[src/design/round_robin_sleep_task_selector_assert.svh]
// Assertion macros for the round-robin sleep task selector.
// Used by the top level; expects clk and rst in scope.
`ifndef ROUND_ROBIN_SLEEP_TASK_SELECTOR_ASSERT_SVH
`define ROUND_ROBIN_SLEEP_TASK_SELECTOR_ASSERT_SVH

// Same-cycle implication, checked out of reset.
`define RRSS_ASSERT_NOW(label, ante, cons) \
  label: assert property (@(posedge clk) disable iff (rst) (ante) |-> (cons)) \
    else $error("rrss assertion failed");

// Next-cycle implication, checked out of reset.
`define RRSS_ASSERT_NEXT(label, ante, cons) \
  label: assert property (@(posedge clk) disable iff (rst) (ante) |=> (cons)) \
    else $error("rrss assertion failed");

`endif

[src/design/rrss_pkg.sv]
// Package for the round-robin sleep task selector: opcodes, register
// indexes, controller states and fixed widths. No dependencies.
package rrss_pkg;

  localparam int DATA_W = 32;
  localparam int CFG_W  = 5;

  localparam logic [DATA_W-1:0] US_PER_MS = 32'd1000;

  typedef enum logic [1:0] {
    OP_TICK     = 2'd0,
    OP_SLEEP_US = 2'd1,
    OP_SLEEP_MS = 2'd2
  } op_t;

  localparam logic [0:0] REG_TASK_COUNT     = 1'b0;
  localparam logic [0:0] REG_SWITCH_ON_TICK = 1'b1;

  typedef enum logic [2:0] {
    ST_IDLE,
    ST_MUL,
    ST_DIV,
    ST_WAIT,
    ST_SCHED,
    ST_CHECK,
    ST_FIN
  } state_t;

endpackage

[src/design/rrss_div.sv]
// Divider by a constant divisor through reciprocal multiplication.
// Uses rrss_pkg for the data width.
module rrss_div #(
  parameter int unsigned DIVISOR = 10000
) (
  input  logic                         clk,
  input  logic                         rst,
  input  logic                         start,
  input  logic [rrss_pkg::DATA_W-1:0]  dividend,
  output logic [rrss_pkg::DATA_W-1:0]  quotient,
  output logic                         done
);

  localparam int DW = rrss_pkg::DATA_W;
  localparam int PW = 2 * DW;
  localparam int L  = $clog2(DIVISOR);
  localparam int SH = DW + L;
  // Rounded-up reciprocal; exact for every dividend below 2^DW.
  localparam longint unsigned RECIP =
    ((64'd1 << SH) + 64'(DIVISOR) - 64'd1) / 64'(DIVISOR);
  localparam logic [DW-1:0] RECIP_LO = DW'(RECIP);
  localparam logic          RECIP_HI = 1'(RECIP >> DW);

  logic [DW-1:0] x;
  logic [PW-1:0] prod;
  logic [PW:0]   sum;
  logic          pend;

  // Add the top reciprocal bit as a shifted copy of the dividend.
  assign sum = {1'b0, prod} + (RECIP_HI ? {1'b0, x, {DW{1'b0}}} : '0);

  always_ff @(posedge clk) begin
    if (rst) begin
      pend <= 1'b0;
      done <= 1'b0;
    end else begin
      done <= 1'b0;
      pend <= start;
      if (pend) begin
        done <= 1'b1;
      end
    end
  end

  always_ff @(posedge clk) begin
    if (start) begin
      x    <= dividend;
      prod <= PW'(dividend) * PW'(RECIP_LO);
    end
    if (pend) begin
      quotient <= DW'(sum >> SH);
    end
  end

endmodule

[src/design/rrss_wake_mem.sv]
// Wake-tick store: one-port-read, one-port-write memory with registered read.
// Per-entry valid bits make unwritten entries read as zero. Uses rrss_pkg.
module rrss_wake_mem #(
  parameter int DEPTH = 16,
  parameter int AW    = 4
) (
  input  logic                         clk,
  input  logic                         rst,
  input  logic                         rd_en,
  input  logic [AW-1:0]                rd_addr,
  output logic [rrss_pkg::DATA_W-1:0]  rd_data,
  input  logic                         wr_en,
  input  logic [AW-1:0]                wr_addr,
  input  logic [rrss_pkg::DATA_W-1:0]  wr_data
);

  logic [rrss_pkg::DATA_W-1:0] mem [DEPTH];
  logic [DEPTH-1:0]            valid;

  always_ff @(posedge clk) begin
    if (rst) begin
      valid <= '0;
    end else if (wr_en) begin
      valid[wr_addr] <= 1'b1;
    end
  end

  always_ff @(posedge clk) begin
    if (wr_en) begin
      mem[wr_addr] <= wr_data;
    end
  end

  always_ff @(posedge clk) begin
    if (rd_en) begin
      rd_data <= valid[rd_addr] ? mem[rd_addr] : '0;
    end
  end

endmodule

[src/design/round_robin_sleep_task_selector.sv]
// Round-robin task selector with sleep. Each accepted start (start high, busy low)
// yields one result, shown for exactly one cycle while done is high; the receiver
// cannot stall it. A tick without a scheduling decision, or an unused op code,
// goes straight to the finishing state after acceptance. A decision adds the
// scheduling state plus a scan of the wake entries (at most the task count, clamped
// to MAX_TASKS, minus one), read one at a time from the wake-tick memory. A sleep
// first applies the millisecond scale, then launches the divide by TICK_US and
// waits on its reciprocal multiply (product, then add and shift) ahead of its decision.
// Wake ticks are cleared at reset by per-entry valid bits, so no clearing pass is
// needed. Depends on rrss_pkg, rrss_div, rrss_wake_mem and the assertion macro header.
`include "round_robin_sleep_task_selector_assert.svh"

module round_robin_sleep_task_selector #(
  parameter int MAX_TASKS = 16,
  parameter int TICK_US   = 10000
) (
  input  logic                          clk,
  input  logic                          rst,
  input  logic                          start,
  output logic                          busy,
  input  logic [1:0]                    op,
  input  logic [rrss_pkg::DATA_W-1:0]   sleep_amount,
  output logic                          done,
  output logic [3:0]                    running_task,
  output logic [3:0]                    rotation_position,
  output logic [rrss_pkg::DATA_W-1:0]   tick_now,
  output logic                          did_schedule,
  input  logic                          cfg_we,
  input  logic [0:0]                    cfg_addr,
  input  logic [rrss_pkg::CFG_W-1:0]    cfg_wdata
);

  localparam int IW = $clog2(MAX_TASKS);

  rrss_pkg::state_t state, state_next;

  logic [1:0]                  op_q, op_q_next;
  logic [rrss_pkg::DATA_W-1:0] amount, amount_next;
  logic [rrss_pkg::DATA_W-1:0] counter, counter_next;
  logic [IW-1:0]               cur, cur_next;
  logic [IW-1:0]               ptr, ptr_next;
  logic [IW-1:0]               idx, idx_next;
  logic                        started, started_next;
  logic                        sched, sched_next;
  logic                        done_next;

  logic [rrss_pkg::CFG_W-1:0]  task_count;
  logic                        switch_on_tick;
  logic [rrss_pkg::CFG_W-1:0]  n_eff;
  logic [IW-1:0]               ptr_adv;
  logic [IW-1:0]               idx_inc;

  logic                        div_start;
  logic                        div_done;
  logic [rrss_pkg::DATA_W-1:0] quot;

  logic                        rd_en;
  logic [IW-1:0]               rd_addr;
  logic [rrss_pkg::DATA_W-1:0] rd_data;
  logic                        rd_hit;
  logic                        wr_en;
  logic [IW-1:0]               wr_addr;
  logic [rrss_pkg::DATA_W-1:0] wr_data;

  rrss_div #(
    .DIVISOR (TICK_US)
  ) u_div (
    .clk      (clk),
    .rst      (rst),
    .start    (div_start),
    .dividend (amount),
    .quotient (quot),
    .done     (div_done)
  );

  rrss_wake_mem #(
    .DEPTH (MAX_TASKS),
    .AW    (IW)
  ) u_mem (
    .clk     (clk),
    .rst     (rst),
    .rd_en   (rd_en),
    .rd_addr (rd_addr),
    .rd_data (rd_data),
    .wr_en   (wr_en),
    .wr_addr (wr_addr),
    .wr_data (wr_data)
  );

  always_ff @(posedge clk) begin
    if (rst) begin
      task_count     <= rrss_pkg::CFG_W'(1);
      switch_on_tick <= 1'b1;
    end else if (cfg_we) begin
      case (cfg_addr)
        rrss_pkg::REG_TASK_COUNT:     task_count     <= cfg_wdata;
        rrss_pkg::REG_SWITCH_ON_TICK: switch_on_tick <= cfg_wdata[0];
        default: ;
      endcase
    end
  end

  // Clamp the task count to the store depth.
  assign n_eff = (32'(task_count) > 32'(MAX_TASKS)) ? rrss_pkg::CFG_W'(MAX_TASKS)
                                                    : task_count;

  // Advance the pointer, wrapping to task 1.
  assign ptr_adv = (32'(ptr) >= 32'(n_eff) - 32'd1) ? IW'(1) : ptr + IW'(1);
  assign idx_inc = idx + IW'(1);

  // A zero wake tick also passes the compare.
  assign rd_hit = (rd_data == '0) || (rd_data <= counter);

  always_ff @(posedge clk) begin
    if (rst) begin
      state   <= rrss_pkg::ST_IDLE;
      counter <= '0;
      cur     <= '0;
      ptr     <= '0;
      idx     <= '0;
      started <= 1'b0;
      sched   <= 1'b0;
      done    <= 1'b0;
    end else begin
      state   <= state_next;
      counter <= counter_next;
      cur     <= cur_next;
      ptr     <= ptr_next;
      idx     <= idx_next;
      started <= started_next;
      sched   <= sched_next;
      done    <= done_next;
    end
  end

  always_ff @(posedge clk) begin
    op_q   <= op_q_next;
    amount <= amount_next;
  end

  always_comb begin
    state_next   = state;
    op_q_next    = op_q;
    amount_next  = amount;
    counter_next = counter;
    cur_next     = cur;
    ptr_next     = ptr;
    idx_next     = idx;
    started_next = started;
    sched_next   = sched;
    done_next    = 1'b0;
    div_start    = 1'b0;
    rd_en        = 1'b0;
    rd_addr      = idx;
    wr_en        = 1'b0;
    wr_addr      = cur;
    wr_data      = '0;

    case (state)
      rrss_pkg::ST_IDLE: begin
        if (start) begin
          op_q_next   = op;
          amount_next = sleep_amount;
          sched_next  = 1'b0;
          case (op)
            rrss_pkg::OP_TICK: begin
              counter_next = counter + 32'd1;
              state_next   = switch_on_tick ? rrss_pkg::ST_SCHED : rrss_pkg::ST_FIN;
            end
            rrss_pkg::OP_SLEEP_US, rrss_pkg::OP_SLEEP_MS: begin
              state_next = rrss_pkg::ST_MUL;
            end
            default: begin
              state_next = rrss_pkg::ST_FIN;
            end
          endcase
        end
      end
      rrss_pkg::ST_MUL: begin
        if (op_q == rrss_pkg::OP_SLEEP_MS) begin
          amount_next = amount * rrss_pkg::US_PER_MS;
        end
        state_next = rrss_pkg::ST_DIV;
      end
      rrss_pkg::ST_DIV: begin
        div_start  = 1'b1;
        state_next = rrss_pkg::ST_WAIT;
      end
      rrss_pkg::ST_WAIT: begin
        if (div_done) begin
          wr_en      = 1'b1;
          wr_addr    = cur;
          wr_data    = counter + quot;
          state_next = rrss_pkg::ST_SCHED;
        end
      end
      rrss_pkg::ST_SCHED: begin
        if (!started) begin
          started_next = 1'b1;
          state_next   = rrss_pkg::ST_FIN;
        end else if (n_eff < rrss_pkg::CFG_W'(2)) begin
          ptr_next   = '0;
          cur_next   = '0;
          sched_next = 1'b1;
          state_next = rrss_pkg::ST_FIN;
        end else begin
          // Issue the first read; the scan starts at the advanced pointer.
          ptr_next   = ptr_adv;
          idx_next   = ptr_adv;
          cur_next   = '0;
          sched_next = 1'b1;
          rd_en      = 1'b1;
          rd_addr    = ptr_adv;
          state_next = rrss_pkg::ST_CHECK;
        end
      end
      rrss_pkg::ST_CHECK: begin
        if (rd_hit) begin
          wr_en      = 1'b1;
          wr_addr    = idx;
          wr_data    = '0;
          cur_next   = idx;
          ptr_next   = idx;
          state_next = rrss_pkg::ST_FIN;
        end else if (32'(idx) + 32'd1 >= 32'(n_eff)) begin
          // No task ready: idle runs, pointer stays advanced.
          state_next = rrss_pkg::ST_FIN;
        end else begin
          idx_next = idx_inc;
          rd_en    = 1'b1;
          rd_addr  = idx_inc;
        end
      end
      rrss_pkg::ST_FIN: begin
        done_next  = 1'b1;
        state_next = rrss_pkg::ST_IDLE;
      end
      default: begin
        state_next = rrss_pkg::ST_IDLE;
      end
    endcase
  end

  assign busy              = (state != rrss_pkg::ST_IDLE);
  assign running_task      = 4'(cur);
  assign rotation_position = 4'(ptr);
  assign tick_now          = counter;
  assign did_schedule      = sched;

  `RRSS_ASSERT_NEXT(a_accept_busy, start && !busy, busy)
  `RRSS_ASSERT_NOW(a_done_after_work, done, $past(busy))
  `RRSS_ASSERT_NOW(a_sched_needs_start, done && did_schedule, started)
  `RRSS_ASSERT_NOW(a_run_at_pointer, done && did_schedule && running_task != 4'd0, running_task == rotation_position)

endmodule

[config.mk]
export PLATFORM = sky130hd
export DESIGN_NAME = round_robin_sleep_task_selector
export DESIGN_NICKNAME = d
export VERILOG_FILES = /design/src/design/rrss_pkg.sv /design/src/design/rrss_div.sv /design/src/design/rrss_wake_mem.sv /design/src/design/round_robin_sleep_task_selector.sv
export VERILOG_INCLUDE_DIRS = /design/src /design/src/design
export SDC_FILE = /design/constraint.sdc
export NUM_CORES = 2
export LEC_CHECK = 0
export ABC_CLOCK_PERIOD_IN_PS = 9550
export BUFFER_PORTS_ARGS = -buffer_cell sky130_fd_sc_hd__buf_2
export CORE_ASPECT_RATIO = 1.75
export CORE_UTILIZATION = 55
export CTS_BUF_LIST = sky130_fd_sc_hd__clkbuf_8 sky130_fd_sc_hd__clkbuf_16
export CTS_CLUSTER_DIAMETER = 80
export DETAILED_ROUTE_END_ITERATION = 12
export GPL_ROUTABILITY_DRIVEN = 0
export HOLD_SLACK_MARGIN = 0.02
export PLACE_DENSITY = 0.71
export SYNTH_ARGS = -nofsm -noshare
export SYNTH_HDL_FRONTEND = slang
export SYNTH_HIERARCHICAL = 1
export SYNTH_SLANG_ARGS = --single-unit
[constraint.sdc]
create_clock -name clk -period 9.55 [get_ports clk]
set_input_delay 1.91 -clock clk [delete_from_list [all_inputs] [get_ports clk]]
set_output_delay 1.91 -clock clk [all_outputs]
set_load 0.01 [all_outputs]
==> flow_metrics.env <==
export IMPL_detail_route_antenna_nets=0
export IMPL_core_area_um2=94500
export IMPL_cp_required_ns=9.93
export IMPL_yosys_top_cells_area="edfxtp_1 (38%), fa_1 (19%), ha_1 (13%), inv_1 (5.7%), mux4_2 (5.7%)"
export IMPL_drtIter0Drc=2208
export IMPL_path_max_fanout=13
export IMPL_path_clk_slew_ns=0.06
export IMPL_period_share=0.870
export IMPL_drv_slew=0
export IMPL_crit_type="flip-flop to flip-flop"
export IMPL_antenna_cells=0
export IMPL_port_buffers=86
export IMPL_rows=149
export IMPL_areaGrowthSynthToFinish_pct=8.12
export IMPL_via_per_inst=5.94
export IMPL_dp_hpwl_um=103000
export IMPL_grt_pass1_wl_um=207000
export IMPL_rsz0062_at_grt="no"
export IMPL_die_area_um2=96900
export IMPL_cts_buffers=71
export IMPL_clock_tree_htree_level_count=3
export IMPL_tritoncts="yes"
export IMPL_dpl_instance_area_um2=54600
export IMPL_drt_total_wl_um=137000
export IMPL_final_area_um2=56900
export IMPL_setup_tns_ns=0
export IMPL_chipWidth_um=236
export IMPL_synth_edf_count=661
export IMPL_yosysWarnings=6
export IMPL_synth_top_area_share=0.377
export IMPL_io_pins=87
export IMPL_initial_core_util=0.557
export IMPL_yosys_top_cells_count="inv_1 (801), edfxtp_1 (661), ha_1 (555)"
export IMPL_report_final_hold_viol_count=0
export IMPL_syn_area_um2=52600
export IMPL_ctsHoldBuffers=0
export IMPL_period_needed_ns=8.31
export IMPL_ctsRootBufferMaster="clkbuf_16"
export IMPL_cts_resized=0
export IMPL_reg2regPathDepth=25
export IMPL_grt_pass1_vias=34600
export IMPL_antenna_found_initial=2
export IMPL_endpoint_kind="flip-flop"
export IMPL_setup_viol=0
export IMPL_via_count=32400
export IMPL_yosysTopAreaCell="edfxtp_1"
export IMPL_clock_sinks=735
export IMPL_yosysMostFrequentCell="inv_1"
export IMPL_worst_slew_pin_slew_ns=1.29
export IMPL_firstDrtPassIters=5
export IMPL_wire_per_inst_um=25.2
export IMPL_hold_path_depth=2
export IMPL_status="finished, final reports clean"
export IMPL_fin_skew_ns=0.0269
export IMPL_syn_area_per_cell_um2=12.9
export IMPL_max_freq_mhz=120
export IMPL_grt_util_all_layers=0.291
export IMPL_synthCells=4075
export IMPL_postSynth_asyncResetShare=0
export IMPL_hold_class="flip-flop to flip-flop"
export IMPL_drc=0
export IMPL_worstSetupStartpointType="flip-flop"
export IMPL_grt_max_degree=92
export IMPL_grt_overflow=0
export IMPL_ys_flop_type="edfxtp_1"
export IMPL_seq_area_frac_synth=0.406
export IMPL_die_y_um=411
export IMPL_cts_buffer_depth=3
export IMPL_insertion_delay_ns=0.65
export IMPL_max_slew_margin_rel=0.135
export IMPL_final_nets=5299
export IMPL_post_cts_buffers=0
export IMPL_ys_ff_latch=735
export IMPL_ys_types=92
export IMPL_num_fill_cells=7312
export IMPL_cap_viol_max_count=0
export IMPL_drive_gt1_frac=0.103
export IMPL_worst_ep_arrival_time_ns=8.68
-- worst paths after layout --
path                                                    end  slack, ns                        start
worst max-delay path               u_div/prod[63]$_DFFE_PP_       1.24         amount[10]$_DFFE_PP_
worst min-delay path            u_mem/valid[5]$_SDFFE_PP0P_       0.47  u_mem/valid[5]$_SDFFE_PP0P_
worst max register to register     u_div/prod[63]$_DFFE_PP_       1.24         amount[10]$_DFFE_PP_
worst min register to register  u_mem/valid[5]$_SDFFE_PP0P_       0.47  u_mem/valid[5]$_SDFFE_PP0P_
-- area by class of cell --
class | instances | area, um2 | share of cell area
Tap cell | 1208 | 1510 | 0.0266
Multi-Input combinational cell | 2452 | 27900 | 0.491
Inverter | 802 | 3010 | 0.0529
Sequential cell | 735 | 21300 | 0.375
Timing Repair Buffer | 127 | 763 | 0.0134
Clock buffer | 79 | 1890 | 0.0332
Clock inverter | 52 | 429 | 0.00755
-- critical path, cell delays in order (launching register included) --
cell,delay (ns)
edfxtp_1,0.88
ha_1,0.42
xnor2_1,0.42
inv_1,0.09
ha_1,0.19
nand2b_1,0.16
fa_1,0.55
inv_1,0.05
fa_1,0.54
inv_1,0.06
fa_1,0.52
fa_1,0.44
fa_1,0.55
inv_1,0.05
fa_1,0.55
inv_1,0.05
ha_1,0.35
nand2_1,0.09
nor2_1,0.20
nand4b_1,0.13
a41oi_1,0.66
o21ai_1,0.29
a21oi_1,0.32
a31oi_1,0.16
o211ai_1,0.21
xnor2_1,0.09
-- cells in the final DEF, fill, tap and decap left out, drive strengths merged, types with 84 or more instances in the layout --
cell    Yosys  layout
nor2      174     174
buf        51     127
inv       802     830
nand2     136     136
fa        511     511
o21ai      84      84
edfxtp    661     661
ha        555     555
a21oi     164     164
mux4      132     132
xnor2      94      94
-- cells by family (layout without fill, tap and decap cells) --
family                     after synthesis  after routing  synth area share
AOI/OAI and AO/OA                      533            533            0.0668
xor gates and xnor gates               138            138            0.0230
adders and majority gates             1066           1066             0.326
buffers and inverters                  900           1060            0.0675
DFF                                    735            735             0.406
muxes                                  143            143            0.0587
other                                    1             13         0.0000713
and+or+nand+nor                        559            559            0.0520
-- per-stage QoR --
step	setup slack, ns	hold slack, ns	instances	util
floorplan	2.53	0.435	4087	-
global placement	1.45	0.444	5324	0.577
detailed placement	1.35	0.460	5324	0.577
CTS	1.30	0.475	5455	0.602
global route	1.03	0.500	5455	0.602
finish	1.24	0.472	5455	0.602
-- layer usage --
| metal | routed length [um] | vias up | track usage | part of all wire |
|---|---|---|---|---|
| li1 | - | 14300 | - | - |
| met1 | 46600 | 16500 | 0.308 | 0.34 |
| met2 | 74100 | 1155 | 0.540 | 0.54 |
| met3 | 6850 | 426 | 0.0390 | 0.050 |
| met4 | 9800 | 4 | 0.190 | 0.071 |
| met5 | 29 | - | 0 | 0.00021 |
-- sequential cells by signal, indices dropped and copies added (netlist names) --
name and cells:
u_mem/mem 512, amount 32, tick_now 32, u_div/prod 32
u_div/x 32, u_mem/rd_data 32, u_div/quotient 19, u_mem/valid 16
task_count 5, idx 4, rotation_position 4, running_task 4
state 3, op_q 2, did_schedule 1, done 1
started 1, switch_on_tick 1, u_div/done 1, u_div/pend 1
Power is left out: the tool's default activity adds up to more than one toggle a clock period on the data nets, which glitch-free logic cannot reach.
